[config.mk]
export PLATFORM = sky130hd
export DESIGN_NAME = datetime_add_minutes_core
export DESIGN_NICKNAME = d
export VERILOG_FILES = /design/src/rtl/core/dtam_pkg.sv /design/src/rtl/core/dtam_leap.sv /design/src/rtl/core/dtam_time_split.sv /design/src/rtl/core/dtam_date_carry.sv /design/src/rtl/core/datetime_add_minutes_core.sv
export SDC_FILE = /design/constraint.sdc
export NUM_CORES = 1
export LEC_CHECK = 0
export BUFFER_PORTS_ARGS = -buffer_cell sky130_fd_sc_hd__buf_2
export CORE_MARGIN = 4
export CORE_UTILIZATION = 50
export DETAILED_ROUTE_END_ITERATION = 10
export GPL_TIMING_DRIVEN = 0
export PLACE_DENSITY_LB_ADDON = 0.25
export SYNTH_ARGS = -nofsm -noshare
export SYNTH_HDL_FRONTEND = slang
export SYNTH_SLANG_ARGS = --single-unit
[constraint.sdc]
create_clock -name clk -period 5.25 [get_ports clk]
set_input_delay 0.525 -clock clk [delete_from_list [all_inputs] [get_ports clk]]
set_output_delay 0.525 -clock clk [all_outputs]
set_load 0.005 [all_outputs]
[src/rtl/core/dtam_pkg.sv]
// dtam_pkg: shared types, constants and month length table for the
// datetime minute adder; no dependencies
package dtam_pkg;

    localparam int YEAR_W   = 14;
    localparam int MONTH_W  = 4;
    localparam int DAY_W    = 5;
    localparam int HOUR_W   = 5;
    localparam int MINUTE_W = 6;
    localparam int ADD_W    = 15;

    localparam int PIPE_DEPTH = 5;

    localparam logic [YEAR_W-1:0]  YEAR_MAX   = 14'd9999;
    localparam logic [MONTH_W-1:0] MONTH_JAN  = 4'd1;
    localparam logic [MONTH_W-1:0] MONTH_FEB  = 4'd2;
    localparam logic [MONTH_W-1:0] MONTH_APR  = 4'd4;
    localparam logic [MONTH_W-1:0] MONTH_JUN  = 4'd6;
    localparam logic [MONTH_W-1:0] MONTH_SEP  = 4'd9;
    localparam logic [MONTH_W-1:0] MONTH_NOV  = 4'd11;
    localparam logic [MONTH_W-1:0] MONTH_DEC  = 4'd12;

    typedef struct packed {
        logic [YEAR_W-1:0]   start_year;
        logic [MONTH_W-1:0]  start_month;
        logic [DAY_W-1:0]    start_day;
        logic [HOUR_W-1:0]   start_hour;
        logic [MINUTE_W-1:0] start_minute;
        logic [ADD_W-1:0]    add_minutes;
    } in_word_t;

    typedef struct packed {
        logic [YEAR_W-1:0]   end_year;
        logic [MONTH_W-1:0]  end_month;
        logic [DAY_W-1:0]    end_day;
        logic [HOUR_W-1:0]   end_hour;
        logic [MINUTE_W-1:0] end_minute;
        logic                year_overflow;
    } out_word_t;

    typedef struct packed {
        logic [YEAR_W-1:0]  year;
        logic [MONTH_W-1:0] month;
        logic [DAY_W-1:0]   day;
    } date_t;

    typedef struct packed {
        logic                valid;
        logic [MINUTE_W-1:0] minute;
        logic [HOUR_W-1:0]   hour;
        logic [DAY_W-1:0]    days;
    } time_res_t;

    function automatic logic [DAY_W-1:0] month_days(input logic [MONTH_W-1:0] month,
                                                    input logic leap);
        logic [DAY_W-1:0] d;
        unique case (month) inside
            MONTH_FEB:                               d = leap ? 5'd29 : 5'd28;
            MONTH_APR, MONTH_JUN, MONTH_SEP, MONTH_NOV: d = 5'd30;
            default:                                 d = 5'd31;
        endcase
        return d;
    endfunction

endpackage

[src/rtl/core/dtam_leap.sv]
// dtam_leap: two-stage leap year test of a 14-bit year
// depends on dtam_pkg
module dtam_leap (
    input  logic                           clk,
    input  logic [dtam_pkg::YEAR_W-1:0]    year,
    output logic                           leap
);

    logic [26:0]                     prod;
    logic [9:0]                      q25_reg;
    logic [dtam_pkg::YEAR_W-1:0]     year_reg;
    logic [14:0]                     back;
    logic                            div25;
    logic                            leap_reg;

    // floor(year / 25) by reciprocal 5243 / 2^17
    assign prod = 27'(year) * 27'd5243;

    always_ff @(posedge clk)
    begin
        q25_reg  <= prod[26:17];
        year_reg <= year;
    end

    assign back  = 15'(q25_reg) * 15'd25;
    assign div25 = (back == 15'(year_reg));

    always_ff @(posedge clk)
    begin
        leap_reg <= (year_reg[1:0] == 2'd0) && (!div25 || (year_reg[3:0] == 4'd0));
    end

    assign leap = leap_reg;

endmodule

[src/rtl/core/dtam_time_split.sv]
// dtam_time_split: four-stage split of hour, minute and added minutes
// into minute, hour and whole days; depends on dtam_pkg
module dtam_time_split (
    input  logic                            clk,
    input  logic                            rst_n,
    input  logic                            in_valid,
    input  logic [dtam_pkg::HOUR_W-1:0]     hour,
    input  logic [dtam_pkg::MINUTE_W-1:0]   minute,
    input  logic [dtam_pkg::ADD_W-1:0]      add_minutes,
    output dtam_pkg::time_res_t             res
);

    logic [3:0]  valid_reg;
    logic [15:0] total_next;
    logic [15:0] total_reg;
    logic [15:0] total2_reg;
    logic [31:0] prod60_reg;
    logic [9:0]  q60;
    logic [15:0] back60;
    logic [9:0]  q60_reg;
    logic [5:0]  minute3_reg;
    logic [19:0] prod24_reg;
    logic [4:0]  q24;
    logic [9:0]  back24;
    logic [5:0]  minute4_reg;
    logic [4:0]  hour4_reg;
    logic [4:0]  days4_reg;

    always_ff @(posedge clk or negedge rst_n)
    begin
        if (!rst_n)
        begin
            valid_reg <= '0;
        end
        else
        begin
            valid_reg <= {valid_reg[2:0], in_valid};
        end
    end

    assign total_next = 16'(hour) * 16'd60 + 16'(minute) + 16'(add_minutes);

    // floor(total / 60) by 34953 / 2^21, floor(q / 24) by 1366 / 2^15
    assign q60    = prod60_reg[30:21];
    assign back60 = 16'(q60) * 16'd60;
    assign q24    = prod24_reg[19:15];
    assign back24 = 10'(q24) * 10'd24;

    always_ff @(posedge clk)
    begin
        total_reg   <= total_next;
        total2_reg  <= total_reg;
        prod60_reg  <= 32'(total_reg) * 32'd34953;
        q60_reg     <= q60;
        minute3_reg <= 6'(total2_reg - back60);
        prod24_reg  <= 20'(q60) * 20'd1366;
        minute4_reg <= minute3_reg;
        hour4_reg   <= 5'(q60_reg - back24);
        days4_reg   <= q24;
    end

    assign res.valid  = valid_reg[3];
    assign res.minute = minute4_reg;
    assign res.hour   = hour4_reg;
    assign res.days   = days4_reg;

endmodule

[src/rtl/core/dtam_date_carry.sv]
// dtam_date_carry: final stage, day carry into month and year, year
// saturation and result register; depends on dtam_pkg
module dtam_date_carry (
    input  logic                  clk,
    input  logic                  rst_n,
    input  dtam_pkg::date_t       date,
    input  logic                  leap,
    input  dtam_pkg::time_res_t   tres,
    output logic                  result_valid,
    output dtam_pkg::out_word_t   result
);

    logic [5:0]                       day_sum;
    logic [dtam_pkg::DAY_W-1:0]       dim;
    logic                             carry;
    logic [dtam_pkg::MONTH_W-1:0]     month_next;
    logic [dtam_pkg::YEAR_W:0]        year_next;
    logic [dtam_pkg::DAY_W-1:0]       day_next;
    logic                             over;
    logic                             valid_reg;
    dtam_pkg::out_word_t              result_reg;
    dtam_pkg::out_word_t              result_next;

    assign day_sum = 6'(date.day) + 6'(tres.days);
    assign dim     = dtam_pkg::month_days(date.month, leap);
    assign carry   = (day_sum > 6'(dim));

    always_comb
    begin
        month_next = date.month;
        year_next  = (dtam_pkg::YEAR_W+1)'(date.year);
        day_next   = day_sum[dtam_pkg::DAY_W-1:0];
        if (carry)
        begin
            day_next = 5'(day_sum - 6'(dim));
            if (date.month == dtam_pkg::MONTH_DEC)
            begin
                month_next = dtam_pkg::MONTH_JAN;
                year_next  = year_next + (dtam_pkg::YEAR_W+1)'(1);
            end
            else
            begin
                month_next = date.month + dtam_pkg::MONTH_W'(1);
            end
        end
        over = (year_next > (dtam_pkg::YEAR_W+1)'(dtam_pkg::YEAR_MAX));
        result_next.end_year      = over ? dtam_pkg::YEAR_MAX
                                         : year_next[dtam_pkg::YEAR_W-1:0];
        result_next.end_month     = month_next;
        result_next.end_day       = day_next;
        result_next.end_hour      = tres.hour;
        result_next.end_minute    = tres.minute;
        result_next.year_overflow = over;
    end

    always_ff @(posedge clk or negedge rst_n)
    begin
        if (!rst_n)
        begin
            valid_reg <= 1'b0;
        end
        else
        begin
            valid_reg <= tres.valid;
        end
    end

    always_ff @(posedge clk)
    begin
        result_reg <= result_next;
    end

    assign result_valid = valid_reg;
    assign result       = result_reg;

endmodule

[src/rtl/core/datetime_add_minutes_core.sv]
// datetime_add_minutes_core: top level of the pipelined datetime minute adder
// depends on dtam_pkg, dtam_leap, dtam_time_split, dtam_date_carry
//
//   port          dir  width  role
//   start         in   1      request word offered
//   busy          out  1      always low, a word is taken every cycle
//   request       in   49     in_word_t, start date, time and minutes to add
//   result_valid  out  1      one-cycle strobe with each result word
//   result        out  35     out_word_t, normalized date and time
//
// one word accepted per cycle, result strobed at the end of the five register
// stages of the pipeline (three constant-reciprocal divisions, one month
// carry). reset clears only the valid bits; payload registers are not reset.
// nothing stalls: the receiver takes every result.
module datetime_add_minutes_core (
    input  logic                  clk,
    input  logic                  rst_n,
    input  logic                  start,
    output logic                  busy,
    input  dtam_pkg::in_word_t    request,
    output logic                  result_valid,
    output dtam_pkg::out_word_t   result
);

    logic                  accept;
    dtam_pkg::date_t       date_in;
    dtam_pkg::date_t       date_pipe_reg [4];
    logic                  leap_early;
    logic [1:0]            leap_pipe_reg;
    dtam_pkg::time_res_t   tres;

    assign busy   = 1'b0;
    assign accept = start && !busy;

    // month clamped to 1..12, day zero read as one
    always_comb
    begin
        date_in.year  = request.start_year;
        date_in.month = request.start_month;
        date_in.day   = request.start_day;
        if (request.start_month == 4'd0)
        begin
            date_in.month = dtam_pkg::MONTH_JAN;
        end
        else if (request.start_month > dtam_pkg::MONTH_DEC)
        begin
            date_in.month = dtam_pkg::MONTH_DEC;
        end
        if (request.start_day == 5'd0)
        begin
            date_in.day = 5'd1;
        end
    end

    always_ff @(posedge clk)
    begin
        date_pipe_reg[0] <= date_in;
        date_pipe_reg[1] <= date_pipe_reg[0];
        date_pipe_reg[2] <= date_pipe_reg[1];
        date_pipe_reg[3] <= date_pipe_reg[2];
        leap_pipe_reg    <= {leap_pipe_reg[0], leap_early};
    end

    dtam_leap u_leap (
        .clk  (clk),
        .year (request.start_year),
        .leap (leap_early)
    );

    dtam_time_split u_time (
        .clk         (clk),
        .rst_n       (rst_n),
        .in_valid    (accept),
        .hour        (request.start_hour),
        .minute      (request.start_minute),
        .add_minutes (request.add_minutes),
        .res         (tres)
    );

    dtam_date_carry u_carry (
        .clk          (clk),
        .rst_n        (rst_n),
        .date         (date_pipe_reg[3]),
        .leap         (leap_pipe_reg[1]),
        .tres         (tres),
        .result_valid (result_valid),
        .result       (result)
    );

`ifndef SYNTHESIS
    a_latency: assert property (@(posedge clk) disable iff (!rst_n)
        result_valid |-> $past(accept, dtam_pkg::PIPE_DEPTH))
        else $error("result strobe without a matching accepted word");

    a_time_range: assert property (@(posedge clk) disable iff (!rst_n)
        result_valid |-> (result.end_hour < 5'd24) && (result.end_minute < 6'd60))
        else $error("hour or minute out of range");

    a_date_range: assert property (@(posedge clk) disable iff (!rst_n)
        result_valid |-> (result.end_month >= dtam_pkg::MONTH_JAN)
                      && (result.end_month <= dtam_pkg::MONTH_DEC)
                      && (result.end_day != 5'd0))
        else $error("month or day out of range");

    a_saturate: assert property (@(posedge clk) disable iff (!rst_n)
        (result_valid && result.year_overflow) |-> (result.end_year == dtam_pkg::YEAR_MAX))
        else $error("overflow without saturated year");
`endif

endmodule

-- Word-level counts from Yosys, hierarchy flattened
Memories as Yosys holds them, arrays and structs flattened.
Index checks and enable logic that the tools add are counted.
- $add $sub $neg: 8
- multipliers: 7
- divide/modulo/power cells: 0
- magnitude comparators: 3
- eq/ne operators: 7
- shifts and indexed selects: 0
- mux-type cells: 10
- bitwise gates (word level): 0
- reduce and logical (&&, ||, !) cells: 8
- operators by type and width (cell ; number):
    multiplier 16 x 16 -> 31 bit (second input constant) ; 1
    two-way mux 15 bit ; 2
    multiplier 14 x 13 -> 27 bit (second input constant) ; 1
    multiplier 10 x 10 -> 19 bit (second input constant) ; 1
    adder 16 x 15 -> 16 bit ; 1
    two-way mux 4 bit ; 4
    adder 14 x 1 -> 15 bit (second input constant) ; 1
    equality test 15 x 14 -> 1 bit ; 1
    greater-than comparator 15 x 14 -> 1 bit (second input constant) ; 1
    multiplier 10 x 5 -> 15 bit (second input constant) ; 1
    adder 11 x 6 -> 12 bit ; 1
    equality test 4 bit (second input constant) ; 3
    multiplier 10 x 4 -> 4 bit (second input constant) ; 1
    two-way mux 5 bit ; 2
    one-hot mux 5 bit (2 select lines) ; 1
    subtractor 5 bit ; 2
    multiplier 5 x 4 -> 9 bit (second input constant) ; 1
    equality test 4 x 3 -> 1 bit (second input constant) ; 2
    zero test 4 bit ; 2
    adder 5 x 5 -> 6 bit ; 1
    greater-than comparator 6 x 5 -> 1 bit ; 1
    subtractor 6 bit ; 1
    zero test 5 bit ; 1
    multiplier 5 x 2 -> 2 bit (second input constant) ; 1
    9 further kinds ; 9
- register bits: 166
- latch bits: 0
- RAM bits: 92
- bits in read-only memories: 0
- memories: 1
- memories (name ; words ; width ; rd ports ; clocked after memory_dff ; wr ports ; line ; text):
    date_pipe_reg ; 4 ; 23 ; 4 ; 0 ; 4 ; datetime_add_minutes_core.sv:27 ; dtam_pkg::date_t date_pipe_reg [4];

-- Logic depth before layout (Yosys ltp)
An unclocked memory read counts as a cell.
- depth after elaboration: 7
- gate-level depth with buffers: 19

-- Modules after synthesis
From an unflattened synthesis, not the netlist that was laid out.
- cell total of the unflattened synthesis: 1445
- area total of the unflattened synthesis: 15432.3 um^2
- modules (own cells, without submodules) (module ; instances ; cells an instance ; area an instance (um^2) ; seq. area each (um^2)):
    dtam_time_split ; 1 ; 653 ; 6672.6 ; 1381.3
    dtam_leap ; 1 ; 470 ; 4877.2 ; 500.5
    datetime_add_minutes_core ; 1 ; 107 ; 1960.6 ; 1881.8
    dtam_date_carry ; 1 ; 215 ; 1921.8 ; 725.7

-- Least setup slack after synthesis
Ideal clock, no wire load.
- kind: input to register
- from: input port request[45] in the netlist's numbering
- to: register u_leap.q25_reg[9]
- library setup time: 0.120 ns
- arrival time: 4.840 ns
- required time: 5.130 ns
- path slack: 0.290 ns
- stages: 18
- path buffers: 0
- cells stage by stage: ha_1 > inv_1 > fa_1 > inv_1 > fa_1 > inv_1 > fa_1 > inv_1 > fa_1 > ha_1 > a211o_1 > a21o_1 > or3b_2 > a21oi_1 > o31ai_1 > nor4_1 > o31a_1 > xnor2_1
- word-level cells in the longest chain between the ends: 1
- ends and longest elaborated chain (element ; line ; text):
    from (decl) ; datetime_add_minutes_core.sv:20 ; input dtam_pkg::in_word_t request,
    multiplier 14 x 13 -> 27 bit ; dtam_leap.sv:17 ; assign prod = 27'(year) * 27'd5243;
    net u_leap.prod[26] ; dtam_leap.sv:9 ; logic [26:0] prod;
    to (signal assigned) ; dtam_leap.sv:21 ; q25_reg <= prod[26:17];
    to (decl) ; dtam_leap.sv:10 ; logic [9:0] q25_reg;
The timed path passes the listed nets, and every way through them passes these cells.
A chain may end at the register's enable or synchronous reset.

-- Worst setup path in the final report
Ends and elaborated chain as after synthesis.

==> implementation parameters <==
Parameter                              Value

Worst setup path
  Highest fanout seen on the critical path ... 7
  Setup crit end kind ... flop
  Data arrival at the endpoint of the critical path ... 5.46 ns
  Library cell contributing the largest single delay on the critical path ... fa_1
  Worst Setup Start Kind ... primary input
  Classification of the worst setup path ... in2reg
  Maximum cell stage delay along the critical path ... 0.53 ns
  Crit path cell chain ... buf_2, ha_1, inv_1, fa_1, inv_1, fa_1, inv_1, fa_1, inv_1, fa_1, ha_1, a211o_1, a21o_1, or3b_2, a21oi_2, o31ai_2, nor4_2, o31a_1, xnor2_1
  Required time reported for the critical path endpoint ... 5.67 ns

Hold path
  Worst min path class ... in2reg

Layout
  Fraction of layout cells with a size suffix above 1 ... 9.66%
  Most common cell after layout, fill and taps aside ... ha_1
  Max reg flops ... 78
  Fillers ... 2593
  Area Overhead vs Synth ... 12.1%
  Antenna diode instance count ... 0
  Core utilization of the finished layout ... 57.4%
  Leading cell types in the layout, fill and taps excluded ... ha_1 (331), inv_1 (315), dfxtp_1 (204)
  # nets final ... 2041

Logic synthesis
  Most used DFF post-synth ... dfxtp_1
  Area share of and/or/nand/nor cells after synthesis ... 5.74%
  Number of enable-type register cells in the synthesized netlist ... 0
  Fraction of the mapped netlist area in compound gates ... 7.44%
  Adder-cell share of the synthesized area ... 44.1%
  Cell area after technology mapping ... 0.0149 mm^2
  Distinct cells, synth ... 65
  Sequential fraction of the synthesis area ... 28.3%
  Share of synthesized flip-flops with an asynchronous set or reset ... 2.39%
  Warnings from Yosys ... 0
  XOR/XNOR share of the synthesized area ... 5.90%
  Post-synthesis net count ... 1928
  Number of instances in the synthesized netlist ... 1425
  Dominant combinational cell family by area after synthesis ... adder cells
  Avg Inst Size Synth ... 10.4 um^2
  Mux share of post-synthesis cell area ... 0.0674%
  FF+latch count, synth ... 209

Clocking
  Post-CTS Setup Repair Bufs ... 0
  Level count of the clock H-tree ... 1
  Inserted Clock Buffers ... 23
  CTS sink count ... 209
  Library cell used as clock root buffer ... clkbuf_16
  CTS tree ... built
  Clock tree buffer depth ... 3
  Clock Pin Slew Worst Setup and Hold Paths ... 0.06 ns
  Clock latency reported for the late side of the worst-skew pair ... 0.50 ns

Floorplan
  Effective utilization at floorplan ... 51.2%
  Core Region ... 0.0290 mm^2
  Die Y-Extent ... 180 um
  Floorplan die width ... 180 um
  Number of standard-cell rows in the floorplan ... 62
  IO Count ... 89
  Die Outline Area ... 0.0325 mm^2

Timing
  Final min period ... 5.04 ns
  Achievable frequency ... 0.198 GHz
  Slew of the pin with the lowest slew margin ... 0.500 ns
  Number of hold violations in the final report ... 0
  Setup skew after layout ... 0.0153 ns
  Post-route fraction of the period consumed by the critical path ... 96.0%
  Unrepaired setup endpoints after global routing ... no
  Max Transition Viols Final ... 0
  Setup violation total in the final timing report ... 0
  Tightest slew margin relative to the limit ... 66.4%

Flow run
  Number of maximum-capacitance violations ... 0

Global route
  Pin count of the biggest net entering global routing ... 15
  Wire length of the first global-routing pass ... 45200 um
  Number of antenna violations at the first check in global routing ... 1
  Vias in the first global route ... 9798
  Remaining global-route overflow ... 0
  Global routing usage summed across all routing layers ... 16.3%

Placed design
  Final weighted congestion in routability-driven placement ... 0.865
  Sum of net half-perimeters after detailed placement ... 21400 um
  Count of port buffers added during placement ... 87

Drt
  Post-route DRC ... 0
  Detailed-router iteration count before antenna repair ... 4
  Drt total wl ... 25000 um
  Vias per Instance ... 4.81
  DRT antenna net count ... 0
  Iteration-0 DRC count of the detailed router ... 233
  DR vias ... 9308
  Average detailed-routed wire length per instance ... 12.9 um

Run status
  Result of the run ... completed
[Yosys cell counts (all sizes together), types with 4 or more instances]
cell	number	area share (%)
o2111ai	4	0.24
dfrtp	5	0.84
a21oi	51	1.8
a31oi	4	0.17
o211ai	8	0.40
nand4	9	0.38
fa	120	16
ha	331	28
o21ai	28	0.94
nand2	35	0.88
and3	8	0.34
nor2b	6	0.25
o31ai	4	0.20
nor3	19	0.75
xor2	37	2.2
nor2	47	1.2
nor4	4	0.17
xnor2	63	3.7
a211oi	6	0.34
dfxtp	204	27
clkbuf	7	0.18
o21bai	5	0.25
o21a	7	0.35
inv	315	8.0
a21o	18	0.91
buf	6	0.30
nand3	20	0.71
and2	8	0.34
[kinds of logic after synthesis]
logic type | Yosys count
xor gates and xnor gates | 100
muxes | 1
DFF | 209
AOI/OAI and AO/OA | 165
other | 1
adders and majority gates | 451
and+or+nand+nor | 170
buffers and inverters | 328
[through the flow]
stage | setup TNS [ns] | std cells | setup WS (ns) | instance area (um^2) | hold WS [ns]
finish | 0 | 1936 | 0.208 | 16600 | 0.135
global route | 0 | 1936 | 0.0157 | 16600 | 0.102
CTS | 0 | 1936 | 0.139 | 16600 | 0.108
detailed placement | -1.22 | 1896 | -0.341 | 15800 | 0.312
global placement | -1.27 | 1896 | -0.361 | 15800 | 0.310
floorplan | 0 | 1425 | 0.290 | 14900 | 0.229
[path summary, 6_finish.rpt]
kind / startpoint / endpoint / slack (ns) / depth (start not counted)
max in group asynchronous: rst_n / u_time.valid_reg[2]$_DFF_PN0_ / 4.76 / 2
worst max-delay path: request[45] / u_leap.q25_reg[9]$_DFF_P_ / 0.21 / 19
min in group asynchronous: rst_n / u_carry.result_valid$_DFF_PN0_ / 0.37 / 2
worst min-delay path: start / u_time.valid_reg[0]$_DFF_PN0_ / 0.13 / 1
worst max register to register: u_time.prod60_reg[28]$_DFF_P_ / u_time.prod24_reg[19]$_DFF_P_ / 0.43 / 16
worst min register to register: u_time.prod24_reg[19]$_DFF_P_ / u_time.days4_reg[4]$_DFF_P_ / 0.32 / 0
[worst max-delay path, delay by kind of cell]
family / cells / cell delay, ns
adders and majority gates: 6 / 2.63
and+or+nand+nor: 2 / 0.77
xor gates and xnor gates: 1 / 0.11
AOI/OAI and AO/OA: 5 / 1.02
buffers and inverters: 5 / 0.41
[layer usage]
layer,vias to the layer above,GRT usage [%],wire [um]
met5,-,0,13
met4,2,3.84,482
met3,33,2.52,906
met2,105,28.1,11900
met1,4306,21.7,11800
li1,4862,-,-
[area by class of cell]
type | instances | area, um^2 | area share [%]
clock buffer | 27 | 631 | 3.79
timing repair buffer | 88 | 445 | 2.68
tap | 384 | 480 | 2.89
clock inverter | 12 | 223 | 1.34
sequential | 209 | 4210 | 25.3
inverter | 315 | 1180 | 7.10
buffer | 13 | 71.3 | 0.428
multi-input combinational | 888 | 9410 | 56.5
[what timing repair did]
item                                    in CTS  in global routing
endpoints found under the hold margin        5                  0
gates resized for setup                      0                  3
endpoints found under the setup margin       0                  2
hold buffers                                 1                  0
Power is not shown: default switching activity piles up to over one toggle a cycle in this logic, so the estimate is an artifact.
